### config.mk
export PLATFORM = sky130hd
export DESIGN_NAME = ucs2_hex_to_utf8
export DESIGN_NICKNAME = d
export VERILOG_FILES = /design/src/rtl/core/ucs2_pkg.sv /design/src/rtl/core/ucs2_front.sv /design/src/rtl/core/ucs2_queue.sv /design/src/rtl/core/ucs2_back.sv /design/src/rtl/core/ucs2_hex_to_utf8.sv
export SDC_FILE = /design/constraint.sdc
export NUM_CORES = 1
export LEC_CHECK = 0
export BUFFER_PORTS_ARGS = -buffer_cell sky130_fd_sc_hd__buf_2
export CORE_ASPECT_RATIO = 1.25
export CORE_MARGIN = 5
export CORE_UTILIZATION = 35
export CTS_BUF_LIST = sky130_fd_sc_hd__clkbuf_8
export CTS_CLUSTER_SIZE = 14
export DETAILED_ROUTE_END_ITERATION = 10
export PLACE_DENSITY = 0.57
export SETUP_SLACK_MARGIN = 0.15
export SLEW_MARGIN = 20
export SYNTH_ARGS = -nofsm -noshare
export SYNTH_HDL_FRONTEND = slang
export SYNTH_SLANG_ARGS = --single-unit
### constraint.sdc
create_clock -name clk -period 3.4 [get_ports clk]
set_clock_uncertainty 0.05 [all_clocks]
set_input_delay 0.34 -clock clk [delete_from_list [all_inputs] [get_ports clk]]
set_output_delay 0.34 -clock clk [all_outputs]
set_load 0.02 [all_outputs]
### src/rtl/core/ucs2_pkg.sv
// Shared types and constants of the UCS-2 hex to UTF-8 converter.
`default_nettype none

package ucs2_pkg;

  // Default number of entries in the queue between front and back.
  localparam int QUEUE_DEPTH = 4;

  // Result status codes.
  typedef enum logic [1:0] {
    ST_OK         = 2'd0,
    ST_BAD_CHAR   = 2'd1,
    ST_BAD_LENGTH = 2'd2
  } status_t;

  // One queued job: up to three bytes that the back end sends in order.
  typedef struct packed {
    logic [7:0] b0;
    logic [7:0] b1;
    logic [7:0] b2;
    logic [1:0] last_idx;
    status_t    status;
    logic       done;
  } job_t;

endpackage

`default_nettype wire

### src/rtl/core/ucs2_front.sv
// Front end: takes hex characters, assembles code units and queues UTF-8 jobs.
`default_nettype none

module ucs2_front (
  input  wire logic        clk,
  input  wire logic        rst,
  input  wire logic        in_valid,
  output logic             in_ready,
  input  wire logic [7:0]  hex_char,
  input  wire logic        text_end,
  input  wire logic        q_full,
  output logic             push,
  output ucs2_pkg::job_t   job
);
  import ucs2_pkg::*;

  logic [1:0]  nibble_count, nibble_count_next;
  logic [11:0] partial_unit, partial_unit_next;
  logic        error_skip, error_skip_next;
  logic        accept;
  logic        digit_ok;
  logic [3:0]  digit;
  logic [15:0] unit;

  assign in_ready = !q_full;
  assign accept   = in_valid && in_ready;
  assign unit     = {partial_unit, digit};

  // Decode one ASCII hex digit.
  always_comb begin
    digit_ok = 1'b1;
    digit    = 4'd0;
    if (hex_char inside {[8'h30:8'h39]}) begin
      digit = hex_char[3:0];
    end else if (hex_char inside {[8'h41:8'h46], [8'h61:8'h66]}) begin
      digit = hex_char[3:0] + 4'd9;
    end else begin
      digit_ok = 1'b0;
    end
  end

  // Classify the character and build the job it causes, if any.
  always_comb begin
    nibble_count_next = nibble_count;
    partial_unit_next = partial_unit;
    error_skip_next   = error_skip;
    push              = 1'b0;
    job               = '{b0: 8'h00, b1: 8'h00, b2: 8'h00, last_idx: 2'd0,
                          status: ST_OK, done: 1'b0};
    if (accept) begin
      if (error_skip) begin
        if (text_end) begin
          nibble_count_next = 2'd0;
          partial_unit_next = 12'h000;
          error_skip_next   = 1'b0;
        end
      end else if (text_end && nibble_count != 2'd3) begin
        push              = 1'b1;
        job.status        = ST_BAD_LENGTH;
        job.done          = 1'b1;
        nibble_count_next = 2'd0;
        partial_unit_next = 12'h000;
      end else if (!digit_ok) begin
        push              = 1'b1;
        job.status        = ST_BAD_CHAR;
        job.done          = text_end;
        nibble_count_next = 2'd0;
        partial_unit_next = 12'h000;
        error_skip_next   = !text_end;
      end else if (nibble_count != 2'd3) begin
        partial_unit_next = {partial_unit[7:0], digit};
        nibble_count_next = nibble_count + 2'd1;
      end else begin
        // A full unit: encode as one, two or three bytes.
        push     = 1'b1;
        job.done = text_end;
        if (unit[15:7] == 9'd0) begin
          job.b0       = {1'b0, unit[6:0]};
          job.last_idx = 2'd0;
        end else if (unit[15:11] == 5'd0) begin
          job.b0       = {3'b110, unit[10:6]};
          job.b1       = {2'b10, unit[5:0]};
          job.last_idx = 2'd1;
        end else begin
          job.b0       = {4'b1110, unit[15:12]};
          job.b1       = {2'b10, unit[11:6]};
          job.b2       = {2'b10, unit[5:0]};
          job.last_idx = 2'd2;
        end
        nibble_count_next = 2'd0;
        partial_unit_next = 12'h000;
      end
    end
  end

  // Character state registers.
  always_ff @(posedge clk) begin
    if (rst) begin
      nibble_count <= 2'd0;
      partial_unit <= 12'h000;
      error_skip   <= 1'b0;
    end else begin
      nibble_count <= nibble_count_next;
      partial_unit <= partial_unit_next;
      error_skip   <= error_skip_next;
    end
  end

endmodule

`default_nettype wire

### src/rtl/core/ucs2_queue.sv
// Small register queue of jobs between the front and back ends.
`default_nettype none

module ucs2_queue #(
  parameter int DEPTH = ucs2_pkg::QUEUE_DEPTH
) (
  input  wire logic            clk,
  input  wire logic            rst,
  input  wire logic            push,
  input  wire ucs2_pkg::job_t  wr_job,
  output logic                 full,
  input  wire logic            pop,
  output ucs2_pkg::job_t       head,
  output logic                 empty
);
  import ucs2_pkg::*;

  localparam int PTR_W = (DEPTH > 1) ? $clog2(DEPTH) : 1;
  localparam int CNT_W = $clog2(DEPTH + 1);

  job_t             entries [DEPTH];
  logic [PTR_W-1:0] wr_ptr;
  logic [PTR_W-1:0] rd_ptr;
  logic [CNT_W-1:0] count;
  logic             do_push;
  logic             do_pop;

  assign full    = (count == CNT_W'(DEPTH));
  assign empty   = (count == '0);
  assign do_push = push && !full;
  assign do_pop  = pop && !empty;
  assign head    = entries[rd_ptr];

  // Entry storage.
  always_ff @(posedge clk) begin
    if (do_push) begin
      entries[wr_ptr] <= wr_job;
    end
  end

  // Pointers and fill count.
  always_ff @(posedge clk) begin
    if (rst) begin
      wr_ptr <= '0;
      rd_ptr <= '0;
      count  <= '0;
    end else begin
      if (do_push) begin
        wr_ptr <= (wr_ptr == PTR_W'(DEPTH - 1)) ? '0 : wr_ptr + 1'b1;
      end
      if (do_pop) begin
        rd_ptr <= (rd_ptr == PTR_W'(DEPTH - 1)) ? '0 : rd_ptr + 1'b1;
      end
      if (do_push && !do_pop) begin
        count <= count + 1'b1;
      end else if (do_pop && !do_push) begin
        count <= count - 1'b1;
      end
    end
  end

endmodule

`default_nettype wire

### src/rtl/core/ucs2_back.sv
// Back end: sends the bytes of each queued job through an output register.
`default_nettype none

module ucs2_back (
  input  wire logic            clk,
  input  wire logic            rst,
  input  wire ucs2_pkg::job_t  head,
  input  wire logic            empty,
  output logic                 pop,
  output logic                 out_valid,
  input  wire logic            out_ready,
  output logic [7:0]           utf8_byte,
  output logic                 run_last,
  output ucs2_pkg::status_t    status,
  output logic                 text_done
);
  import ucs2_pkg::*;

  logic [1:0] byte_idx;
  logic       load;
  logic       take;
  logic       is_last;
  logic [7:0] sel_byte;

  assign load    = !out_valid || out_ready;
  assign take    = load && !empty;
  assign is_last = (byte_idx == head.last_idx);
  assign pop     = take && is_last;

  // Pick the byte of the head job that goes out next.
  always_comb begin
    case (byte_idx)
      2'd0:    sel_byte = head.b0;
      2'd1:    sel_byte = head.b1;
      2'd2:    sel_byte = head.b2;
      default: sel_byte = 8'h00;
    endcase
  end

  // Output valid and byte position within the job.
  always_ff @(posedge clk) begin
    if (rst) begin
      out_valid <= 1'b0;
      byte_idx  <= 2'd0;
    end else if (load) begin
      out_valid <= !empty;
      if (take) begin
        byte_idx <= is_last ? 2'd0 : byte_idx + 2'd1;
      end
    end
  end

  // Output word register.
  always_ff @(posedge clk) begin
    if (take) begin
      utf8_byte <= sel_byte;
      run_last  <= is_last;
      status    <= head.status;
      text_done <= is_last && head.done;
    end
  end

endmodule

`default_nettype wire

### src/rtl/core/ucs2_hex_to_utf8.sv
// Top level of the UCS-2 hex text to UTF-8 converter.
//
//   channel  | direction | tdata         | tlast     | tuser
//   s_axis   | in        | hex_char      | text_end  | -
//   m_axis   | out       | utf8_byte     | run_last  | status, text_done
//
// One character word is accepted per cycle while the job queue has room.
// A character that completes a unit or raises an error queues one job; the
// back end sends one byte word per cycle while the output is ready; the first
// word of a result passes through a queue entry and then the output register.
// Four characters give at most three bytes, keeping the rate at one character
// per cycle. A stalled output only stops input once all QUEUE_DEPTH job entries
// are taken. Synchronous reset clears the character state, queue and out_valid.
`default_nettype none

module ucs2_hex_to_utf8 #(
  parameter int QUEUE_DEPTH = ucs2_pkg::QUEUE_DEPTH
) (
  input  wire logic        clk,
  input  wire logic        rst,
  input  wire logic        s_axis_tvalid,
  output logic             s_axis_tready,
  input  wire logic [7:0]  s_axis_tdata,   // [7:0] hex_char
  input  wire logic        s_axis_tlast,
  output logic             m_axis_tvalid,
  input  wire logic        m_axis_tready,
  output logic [7:0]       m_axis_tdata,   // [7:0] utf8_byte
  output logic             m_axis_tlast,
  output logic [2:0]       m_axis_tuser    // [1:0] status, [2] text_done
);
  import ucs2_pkg::*;

  job_t    wr_job;
  job_t    head;
  logic    push;
  logic    pop;
  logic    q_full;
  logic    q_empty;
  status_t out_status;
  logic    out_done;

  // Character intake and classification.
  ucs2_front u_front (
    .clk      (clk),
    .rst      (rst),
    .in_valid (s_axis_tvalid),
    .in_ready (s_axis_tready),
    .hex_char (s_axis_tdata),
    .text_end (s_axis_tlast),
    .q_full   (q_full),
    .push     (push),
    .job      (wr_job)
  );

  // Job queue between the two ends.
  ucs2_queue #(
    .DEPTH (QUEUE_DEPTH)
  ) u_queue (
    .clk    (clk),
    .rst    (rst),
    .push   (push),
    .wr_job (wr_job),
    .full   (q_full),
    .pop    (pop),
    .head   (head),
    .empty  (q_empty)
  );

  // Byte output.
  ucs2_back u_back (
    .clk       (clk),
    .rst       (rst),
    .head      (head),
    .empty     (q_empty),
    .pop       (pop),
    .out_valid (m_axis_tvalid),
    .out_ready (m_axis_tready),
    .utf8_byte (m_axis_tdata),
    .run_last  (m_axis_tlast),
    .status    (out_status),
    .text_done (out_done)
  );

  assign m_axis_tuser = {out_done, out_status};

endmodule

`default_nettype wire

==> results of run 1 <==
==> routing by layer <==
metal | vias to the layer above | wire [um] | track usage, % | part of all wire (%)
met3 | 17 | 353 | 3.29 | 3.0
met2 | 47 | 6120 | 22.0 | 52
met4 | 0 | 213 | 5.26 | 1.8
met1 | 1732 | 5090 | 15.3 | 43
li1 | 1600 | - | - | -
met5 | - | 0 | 0 | 0
==> worst register-to-register path, delay by kind of cell, from the launching register on <==
family	cells	cell delay [ns]
simple gates	2	0.44
fa+ha+maj	2	0.61
xor+xnor	2	0.35
mux	1	0.57
buf+inv	1	0.07
flops	1	0.39
compound gates	1	0.14
==> cell families (layout without fill, tap and decap cells) <==
group                    Yosys count  count (layout)  share of synthesized area, %
AO/OA/AOI/OAI                     72              72                          8.52
XOR/XNOR                           4               4                         0.842
adder cells (fa/ha/maj)           16              16                          3.49
buffers and inverters             40              88                          2.86
flip-flops                       139             139                          65.6
multiplexers                      30              30                          10.2
AND/OR/NAND/NOR                   94              94                          8.39
==> worst min path at each step <==
stage / from / endpoint / slack (ns) / cells past startpoint
global route: m_axis_tready / u_back.out_valid / 0.12 / 4
global placement: u_front.nibble_count[1] / u_front.nibble_count[1] / 0.40 / 2
CTS: m_axis_tready / u_back.out_valid / 0.09 / 4
finish: m_axis_tready / u_back.out_valid / 0.13 / 4
detailed placement: u_front.nibble_count[1] / u_front.nibble_count[1] / 0.41 / 2
floorplan: u_front.nibble_count[1] / u_front.nibble_count[1] / 0.39 / 2
==> cell usage after synthesis, types with 2 or more instances <==
cell	number	share of area (%)
sky130_fd_sc_hd__mux4_2	22	8.3
sky130_fd_sc_hd__a221oi_1	3	0.44
sky130_fd_sc_hd__edfxtp_1	112	57
sky130_fd_sc_hd__nand2_1	21	1.3
sky130_fd_sc_hd__a211oi_1	2	0.25
sky130_fd_sc_hd__buf_2	7	0.59
sky130_fd_sc_hd__clkbuf_1	10	0.63
sky130_fd_sc_hd__nor3_1	10	0.84
sky130_fd_sc_hd__a22oi_1	7	0.88
sky130_fd_sc_hd__o32ai_1	8	1.2
sky130_fd_sc_hd__nor4_1	2	0.21
sky130_fd_sc_hd__and3_1	2	0.21
sky130_fd_sc_hd__nand2b_1	11	1.2
sky130_fd_sc_hd__or4b_1	2	0.34
sky130_fd_sc_hd__xor2_1	2	0.29
sky130_fd_sc_hd__inv_1	20	1.3
sky130_fd_sc_hd__nand3_1	5	0.42
sky130_fd_sc_hd__nor2_1	21	1.3
sky130_fd_sc_hd__a21oi_1	24	2.0
sky130_fd_sc_hd__dfxtp_1	27	9.1
sky130_fd_sc_hd__o21ai_0	8	0.67
sky130_fd_sc_hd__mux4_1	2	0.88
sky130_fd_sc_hd__and2_1	7	0.74
sky130_fd_sc_hd__o22ai_1	4	0.42
sky130_fd_sc_hd__or3_1	2	0.21
sky130_fd_sc_hd__ha_1	15	3.2
sky130_fd_sc_hd__xnor2_2	2	0.55
sky130_fd_sc_hd__nor3b_1	2	0.25
sky130_fd_sc_hd__mux2i_1	5	0.84
==> sequential cells by signal, summed over array words and instances, names as in the netlist, 2 cells and up, named ones only <==
name and flops:
u_back.byte_idx 2, u_back.status 2, u_back.utf8_byte 8, u_front.nibble_count 2, u_front.partial_unit 12, u_queue.count 3
u_queue.entries 100, u_queue.rd_ptr 2, u_queue.wr_ptr 2
==> cell type report <==
class,instances,area [um^2]
Fill cell,1508,10000
Sequential cell,139,3910
Multi-Input combinational cell,216,1870
Tap cell,220,275
Clock buffer,19,262
Timing Repair Buffer,36,205
Clock inverter,13,149
Inverter,20,75.1
==> power by group <==
| part | internal (mW) | switching, mW | total, mW | leakage, nW |
|---|---|---|---|---|
| clock | 0.757 | 0.601 | 1.36 | 0.215 |
| sequential | 2.13 | 0.0908 | 2.22 | 1.29 |
| combinational | 0.515 | 0.725 | 1.24 | 0.809 |
==> metrics by stage <==
stage	std cells	hold slack (ns)	utilization [%]
2_1_floorplan	395	0.386	-
3_3_place_gp	631	0.396	37.8
3_5_place_dp	631	0.408	37.8
4_1_cts	663	0.0933	40.2
5_1_grt	663	0.119	40.2
6_report	663	0.131	40.2
==> impl_metrics.xml, run 1 <==
<?xml version="1.0" encoding="UTF-8"?>
<metrics>
  <group name="status">
    <metric name="run_status" unit="">finished clean</metric>
  </group>
  <group name="floorplan">
    <metric name="io_pins" unit="">27</metric>
    <metric name="initial_util" unit="%">35.4</metric>
    <metric name="die_width" unit="um">127</metric>
    <metric name="floorplan.rows" unit="">53</metric>
    <metric name="total_die_area" unit="mm^2">0.0197</metric>
    <metric name="floorplan.die.height" unit="um">156</metric>
    <metric name="core_area" unit="mm^2">0.0168</metric>
  </group>
  <group name="sta">
    <metric name="max_freq" unit="MHz">364</metric>
    <metric name="count_of_endpoints_failing_setup_in_the_final_report" unit="">0</metric>
    <metric name="hold_viol_final" unit="">0</metric>
    <metric name="timing.setup.tns" unit="ns">0</metric>
    <metric name="relSlewSlack" unit="%">35.7</metric>
    <metric name="tightest_slew" unit="ns">0.964</metric>
    <metric name="final.period_utilization" unit="%">80.9</metric>
    <metric name="min_tclk_post_route" unit="ns">2.75</metric>
    <metric name="fin_ws" unit="ns">0.651</metric>
    <metric name="rsz0062_at_grt" unit="">no</metric>
    <metric name="max_slew_violation_count" unit="">0</metric>
  </group>
  <group name="clocking">
    <metric name="ctsHoldBuffers" unit="">0</metric>
    <metric name="clkLatencyLatePin" unit="ns">0.43</metric>
    <metric name="clk_path_buf_depth" unit="">2</metric>
    <metric name="cts.reportedPaths.clkPinSlew" unit="ns">0.08</metric>
    <metric name="root_buffer" unit="">sky130_fd_sc_hd__clkbuf_8</metric>
    <metric name="tritoncts_clock_tree" unit="">done</metric>
    <metric name="post_cts_resized" unit="">0</metric>
    <metric name="htree_levels" unit="">4</metric>
    <metric name="tritoncts_num_sinks" unit="">139</metric>
    <metric name="post_cts_buffers" unit="">0</metric>
    <metric name="tritoncts.num_buffers" unit="">17</metric>
  </group>
  <group name="synthesis">
    <metric name="seq_area_frac_synth" unit="%">65.6</metric>
    <metric name="synth-main-ff-cell" unit="">sky130_fd_sc_hd__edfxtp_1</metric>
    <metric name="synth.ff_latch_count" unit="">139</metric>
    <metric name="ys_types" unit="">59</metric>
    <metric name="synth_async_reset_ratio" unit="%">0</metric>
    <metric name="synth_edf_count" unit="">112</metric>
    <metric name="synthesized_instance_count" unit="">395</metric>
    <metric name="synth_nets" unit="">424</metric>
    <metric name="syn_area_per_cell" unit="um^2">15.1</metric>
    <metric name="synth-warning-count" unit="">0</metric>
    <metric name="synth_area" unit="mm^2">0.00595</metric>
  </group>
  <group name="setup_path">
    <metric name="cpMaxStageDelayCell" unit="">sky130_fd_sc_hd__a2111oi_2</metric>
    <metric name="setup.reg_to_reg.worst_slack" unit="ns">0.70</metric>
    <metric name="timing.critical_path.buf_inv" unit="">3</metric>
    <metric name="critical_path_cell_count" unit="">12</metric>
    <metric name="required" unit="ns">3.71</metric>
    <metric name="crit_path_max_incr_delay" unit="ns">0.54</metric>
    <metric name="cp_cell_sequence" unit="">buf_2 &gt; inv_1 &gt; ha_1 &gt; a2111oi_2 &gt; o21bai_4 &gt; a21boi_4 &gt; ha_1 &gt; inv_1 &gt; fa_1 &gt; xor2_1 &gt; or3_1 &gt; a21oi_1</metric>
    <metric name="worstPathMaxFanout" unit="">7</metric>
    <metric name="setup.worst_path.end_class" unit="">flop</metric>
    <metric name="crit_path_max_delay_family" unit="">compound AO/OA/AOI/OAI gates</metric>
    <metric name="critical_path_start" unit="">s_axis_tdata[0]</metric>
    <metric name="capture_point_of_the_worst_path" unit="">u_queue.count[2]</metric>
    <metric name="arrival" unit="ns">3.06</metric>
    <metric name="worst_setup_path_category" unit="">in2reg</metric>
    <metric name="worst_r2r_endpoint" unit="">u_queue.count[2]</metric>
    <metric name="cp-start-kind" unit="">primary input</metric>
    <metric name="worst_r2r_path_depth" unit="">9</metric>
  </group>
  <group name="cells_and_area">
    <metric name="most_common_cell_after_layout_fill_and_taps_aside" unit="">sky130_fd_sc_hd__edfxtp_1</metric>
    <metric name="most-common-layout-cells" unit="">112 x sky130_fd_sc_hd__edfxtp_1, 26 x sky130_fd_sc_hd__dfxtp_1, 26 x sky130_fd_sc_hd__buf_2, 24 x sky130_fd_sc_hd__a21oi_1</metric>
    <metric name="finalNetCount" unit="">459</metric>
    <metric name="area.growth.synth_to_final" unit="%">13.4</metric>
    <metric name="antenna_cells_inserted" unit="">0</metric>
    <metric name="postLayoutCellArea" unit="mm^2">0.00674</metric>
    <metric name="post_route_cells_drive_above_1_share" unit="%">22.6</metric>
  </group>
  <group name="power_and_ir_drop">
    <metric name="power.ir.vdd_worst" unit="mV">0.210</metric>
    <metric name="fin_total_pwr" unit="mW">4.82</metric>
    <metric name="power_leakage" unit="nW">2.32</metric>
    <metric name="p_per_area" unit="mW/mm^2">714</metric>
  </group>
  <group name="route">
    <metric name="via_count" unit="">3396</metric>
    <metric name="drtPass1Iterations" unit="">4</metric>
    <metric name="route.detailed.wl_per_inst" unit="um">17.8</metric>
    <metric name="ant_nets" unit="">0</metric>
    <metric name="route.detailed.vias_per_inst" unit="">5.12</metric>
    <metric name="drt_first_iter_violations" unit="">233</metric>
    <metric name="drt_drc_violations_left" unit="">0</metric>
    <metric name="routed_wirelength" unit="mm">11.8</metric>
  </group>
  <group name="placement">
    <metric name="portBuffers" unit="">26</metric>
    <metric name="dpl_cell_area" unit="mm^2">0.00633</metric>
    <metric name="preCtsSetupSlack" unit="ns">0.212</metric>
    <metric name="detailedPlacementHpwl" unit="mm">7.69</metric>
    <metric name="gpl_wtd_cong" unit="">0.790</metric>
  </group>
  <group name="global_routing">
    <metric name="grt_pass1_vias" unit="">3634</metric>
    <metric name="antenna_found_initial" unit="">0</metric>
    <metric name="wire_length_of_the_first_global_routing_pass" unit="mm">19.5</metric>
    <metric name="grt_start_max_net_pins" unit="">32</metric>
    <metric name="gr-usage-all-layers" unit="%">12.8</metric>
    <metric name="grt-ovfl-total" unit="">0</metric>
  </group>
  <group name="worst_hold_path">
    <metric name="hold_path.class" unit="">in2reg</metric>
  </group>
  <group name="run">
    <metric name="cap_violations" unit="">0</metric>
  </group>
</metrics>
Note: power is estimated with default switching activity, not from simulation.
==> run 2: changes to the inputs <==
--- a/config.mk
+++ b/config.mk
@@ -5,6 +5,7 @@
 export SDC_FILE = /design/constraint.sdc
 export NUM_CORES = 1
 export LEC_CHECK = 0
+export ABC_AREA = 1
 export BUFFER_PORTS_ARGS = -buffer_cell sky130_fd_sc_hd__buf_2
 export CORE_ASPECT_RATIO = 1.25
 export CORE_MARGIN = 5
==> constraint.sdc (replaced) <==
create_clock -name clk -period 2.7 [get_ports clk]
set_clock_uncertainty 0.05 [all_clocks]
set_input_delay 0.27 -clock clk [delete_from_list [all_inputs] [get_ports clk]]
set_output_delay 0.27 -clock clk [all_outputs]
set_load 0.02 [all_outputs]
==> impl_metrics.xml, run 2 <==
<?xml version="1.0" encoding="UTF-8"?>
<metrics>
  <group name="sta">
    <metric name="timing.setup.tns" unit="ns">0</metric>
    <metric name="min_tclk_post_route" unit="ns">2.30</metric>
    <metric name="max_freq" unit="MHz">434</metric>
    <metric name="hold_viol_final" unit="">0</metric>
    <metric name="tightest_slew" unit="ns">0.623</metric>
    <metric name="fin_ws" unit="ns">0.395</metric>
    <metric name="count_of_endpoints_failing_setup_in_the_final_report" unit="">0</metric>
    <metric name="max_slew_violation_count" unit="">0</metric>
    <metric name="rsz0062_at_grt" unit="">no</metric>
    <metric name="relSlewSlack" unit="%">58.2</metric>
    <metric name="final.period_utilization" unit="%">85.4</metric>
  </group>
  <group name="cells_and_area">
    <metric name="antenna_cells_inserted" unit="">0</metric>
    <metric name="post_route_cells_drive_above_1_share" unit="%">15.9</metric>
    <metric name="n_fill_cell" unit="">1664</metric>
    <metric name="area.growth.synth_to_final" unit="%">16.4</metric>
    <metric name="finalNetCount" unit="">671</metric>
    <metric name="most-common-layout-cells" unit="">112 x sky130_fd_sc_hd__edfxtp_1, 98 x sky130_fd_sc_hd__nand2_1, 86 x sky130_fd_sc_hd__nor2_1, 57 x sky130_fd_sc_hd__inv_1, 57 x sky130_fd_sc_hd__o21ai_0</metric>
    <metric name="most_common_cell_after_layout_fill_and_taps_aside" unit="">sky130_fd_sc_hd__edfxtp_1</metric>
    <metric name="largest_register_ff_count" unit="">100</metric>
    <metric name="reg_top3" unit="">u_queue.entries (100), u_front.partial_unit (12), u_back.utf8_byte (8)</metric>
    <metric name="area_of_the_multi_input_gates" unit="mm^2">0.00191</metric>
    <metric name="max_flop_register" unit="">u_queue.entries</metric>
    <metric name="seq_area" unit="mm^2">0.00391</metric>
  </group>
  <group name="synthesis">
    <metric name="seq_area_frac_synth" unit="%">63.5</metric>
    <metric name="synth-main-ff-cell" unit="">sky130_fd_sc_hd__edfxtp_1</metric>
    <metric name="syn_area_per_cell" unit="um^2">10.3</metric>
    <metric name="synth_top_area_share" unit="%">54.7</metric>
    <metric name="synth_async_reset_ratio" unit="%">0</metric>
    <metric name="yosysMostFrequentCell" unit="">sky130_fd_sc_hd__edfxtp_1</metric>
    <metric name="ys_types" unit="">30</metric>
    <metric name="synthesized_instance_count" unit="">597</metric>
    <metric name="synth_area" unit="mm^2">0.00614</metric>
    <metric name="synth.top_cells.by_area" unit="">sky130_fd_sc_hd__edfxtp_1 55%, sky130_fd_sc_hd__dfxtp_1 8.8%, sky130_fd_sc_hd__nand2_1 6.0%</metric>
    <metric name="synth_largest_area_cell" unit="">sky130_fd_sc_hd__edfxtp_1</metric>
    <metric name="synth.ff_latch_count" unit="">139</metric>
    <metric name="synth_edf_count" unit="">112</metric>
    <metric name="netlist_top_cells_count" unit="">112 x sky130_fd_sc_hd__edfxtp_1, 98 x sky130_fd_sc_hd__nand2_1, 90 x sky130_fd_sc_hd__nor2_1</metric>
    <metric name="synth-warning-count" unit="">0</metric>
    <metric name="synth_nets" unit="">626</metric>
  </group>
  <group name="clocking">
    <metric name="tritoncts_clock_tree" unit="">done</metric>
    <metric name="clkLatencyLatePin" unit="ns">0.45</metric>
    <metric name="tritoncts_num_sinks" unit="">139</metric>
    <metric name="clk_path_buf_depth" unit="">2</metric>
    <metric name="htree_levels" unit="">4</metric>
    <metric name="cts.reportedPaths.clkPinSlew" unit="ns">0.08</metric>
    <metric name="ctsHoldBuffers" unit="">0</metric>
    <metric name="root_buffer" unit="">sky130_fd_sc_hd__clkbuf_8</metric>
    <metric name="tritoncts.num_buffers" unit="">17</metric>
  </group>
  <group name="setup_path">
    <metric name="cpMaxStageDelayCell" unit="">sky130_fd_sc_hd__fa_1</metric>
    <metric name="cp-start-kind" unit="">flop</metric>
    <metric name="worstPathMaxFanout" unit="">8</metric>
    <metric name="crit_path_max_incr_delay" unit="ns">0.40</metric>
    <metric name="cp_cell_sequence" unit="">clkinvlp_4 &gt; nand2_1 &gt; nand3_1 &gt; nand2_1 &gt; nand2_1 &gt; nand2_1 &gt; nand3_2 &gt; ha_1 &gt; inv_1 &gt; fa_1 &gt; o21ai_0 &gt; a21oi_1</metric>
    <metric name="worst_setup_path_category" unit="">reg2reg</metric>
    <metric name="required" unit="ns">2.99</metric>
    <metric name="arrival" unit="ns">2.60</metric>
    <metric name="cpMostUsedCell" unit="">sky130_fd_sc_hd__nand2_1</metric>
    <metric name="setup.worst_path.end_class" unit="">flop</metric>
  </group>
  <group name="route">
    <metric name="drtPass1Iterations" unit="">6</metric>
    <metric name="drt_drc_violations_left" unit="">0</metric>
    <metric name="ant_nets" unit="">0</metric>
    <metric name="drt_first_iter_violations" unit="">332</metric>
    <metric name="routed_wirelength" unit="mm">13.6</metric>
    <metric name="route.detailed.wl_per_inst" unit="um">15.4</metric>
    <metric name="via_count" unit="">4336</metric>
    <metric name="route.detailed.vias_per_inst" unit="">4.93</metric>
  </group>
  <group name="floorplan">
    <metric name="core_area" unit="mm^2">0.0174</metric>
    <metric name="initial_util" unit="%">35.4</metric>
    <metric name="die_width" unit="um">129</metric>
    <metric name="floorplan.die.height" unit="um">158</metric>
    <metric name="total_die_area" unit="mm^2">0.0203</metric>
    <metric name="io_pins" unit="">27</metric>
    <metric name="floorplan.rows" unit="">54</metric>
  </group>
  <group name="worst_hold_path">
    <metric name="hold_path.class" unit="">in2reg</metric>
  </group>
  <group name="power_and_ir_drop">
    <metric name="power.net_switching" unit="mW">2.38</metric>
    <metric name="power.ir.vdd_worst" unit="mV">0.374</metric>
    <metric name="share_clk_of_total_power" unit="%">26.7</metric>
    <metric name="sequentialPowerShare" unit="%">40.8</metric>
    <metric name="share_comb_of_total_power" unit="%">32.5</metric>
    <metric name="p_per_area" unit="mW/mm^2">973</metric>
    <metric name="cell_internal_pwr" unit="mW">4.57</metric>
    <metric name="swShare" unit="%">34.2</metric>
    <metric name="power_leakage" unit="nW">2.75</metric>
  </group>
  <group name="global_routing">
    <metric name="gr-usage-all-layers" unit="%">13.6</metric>
    <metric name="wire_length_of_the_first_global_routing_pass" unit="mm">21.5</metric>
    <metric name="antenna_found_initial" unit="">0</metric>
    <metric name="grt_pass1_vias" unit="">4195</metric>
    <metric name="grt_start_max_net_pins" unit="">31</metric>
    <metric name="grt-ovfl-total" unit="">0</metric>
  </group>
  <group name="status">
    <metric name="run_status" unit="">finished clean</metric>
  </group>
  <group name="placement">
    <metric name="detailedPlacementHpwl" unit="mm">9.24</metric>
    <metric name="preCtsSetupSlack" unit="ns">-0.0173</metric>
    <metric name="gpl_wtd_cong" unit="">0.858</metric>
    <metric name="portBuffers" unit="">26</metric>
  </group>
  <group name="run">
    <metric name="cap_violations" unit="">0</metric>
  </group>
</metrics>
[run 2: final timing paths]
kind / startpoint / endpoint / slack (ns) / cells after the start
min reg2reg: u_front.nibble_count[1] / u_front.nibble_count[1] / 0.43 / 2
min: m_axis_tready / u_back.out_valid / 0.13 / 4
max reg2reg: flop / u_queue.count[1] / 0.40 / 12
max: flop / u_queue.count[1] / 0.40 / 12
[run 2: metal layers]
| layer | global-route usage (%) | vias to the layer above | part of all wire [%] |
|---|---|---|---|
| li1 | - | 2143 | - |
| met1 | 16.9 | 2090 | 43 |
| met2 | 23.6 | 88 | 53 |
| met3 | 2.53 | 15 | 3.3 |
| met4 | 4.90 | 0 | 1.4 |
| met5 | 0 | - | 0 |
[run 2: power groups by stage]
stage                     sequential, mW  combinational, mW  clock (mW)
after global placement              2.87               2.15           0
after detailed placement            2.88               2.19           0
after global routing                2.87               2.53        1.99
after floorplan                     2.96               1.19           0
final                               2.84               2.26        1.86
after CTS                           2.83               2.21        1.90
[run 2: final cells by class]
type / instances / share of cell area (%)
clock buffer: 21 / 4.04
multi-input combinational: 375 / 26.7
tap: 224 / 3.92
sequential: 139 / 54.6
timing repair buffer: 49 / 5.11
inverter: 60 / 3.20
clock inverter: 11 / 2.33
[run 2: critical path, delay by kind of cell (launching register included)]
family | cells | cell delay (ns)
adders and majority gates | 2 | 0.64
and+or+nand+nor | 6 | 0.61
DFF | 1 | 0.38
buffers and inverters | 2 | 0.28
AOI/OAI and AO/OA | 2 | 0.24
[run 2: cells by family after synthesis]
group / synth area share [%]
AO/OA/AOI/OAI: 9.45
adder cells (fa/ha/maj): 3.38
buffers and inverters: 5.68
flip-flops: 63.5
AND/OR/NAND/NOR: 17.9
[run 2: metrics by stage]
stage                     area [um^2]  utilization [%]  hold WS, ns  instances  power, mW
after global placement           6630             38.2        0.406        842       5.02
final                            7150             41.2        0.129        879       6.96
after detailed placement         6630             38.2        0.418        842       5.07
after global routing             7150             41.2        0.149        879       7.39
after CTS                        7090             40.8        0.115        874       6.94
after floorplan                  6150                -        0.289        597       4.15
[run 2: repair_timing]
action / in CTS / in global routing
hold endpoints to repair: 0 / 0
setup endpoints to repair: 0 / 2
resized for setup: 0 / 7
setup buffers: 0 / 5
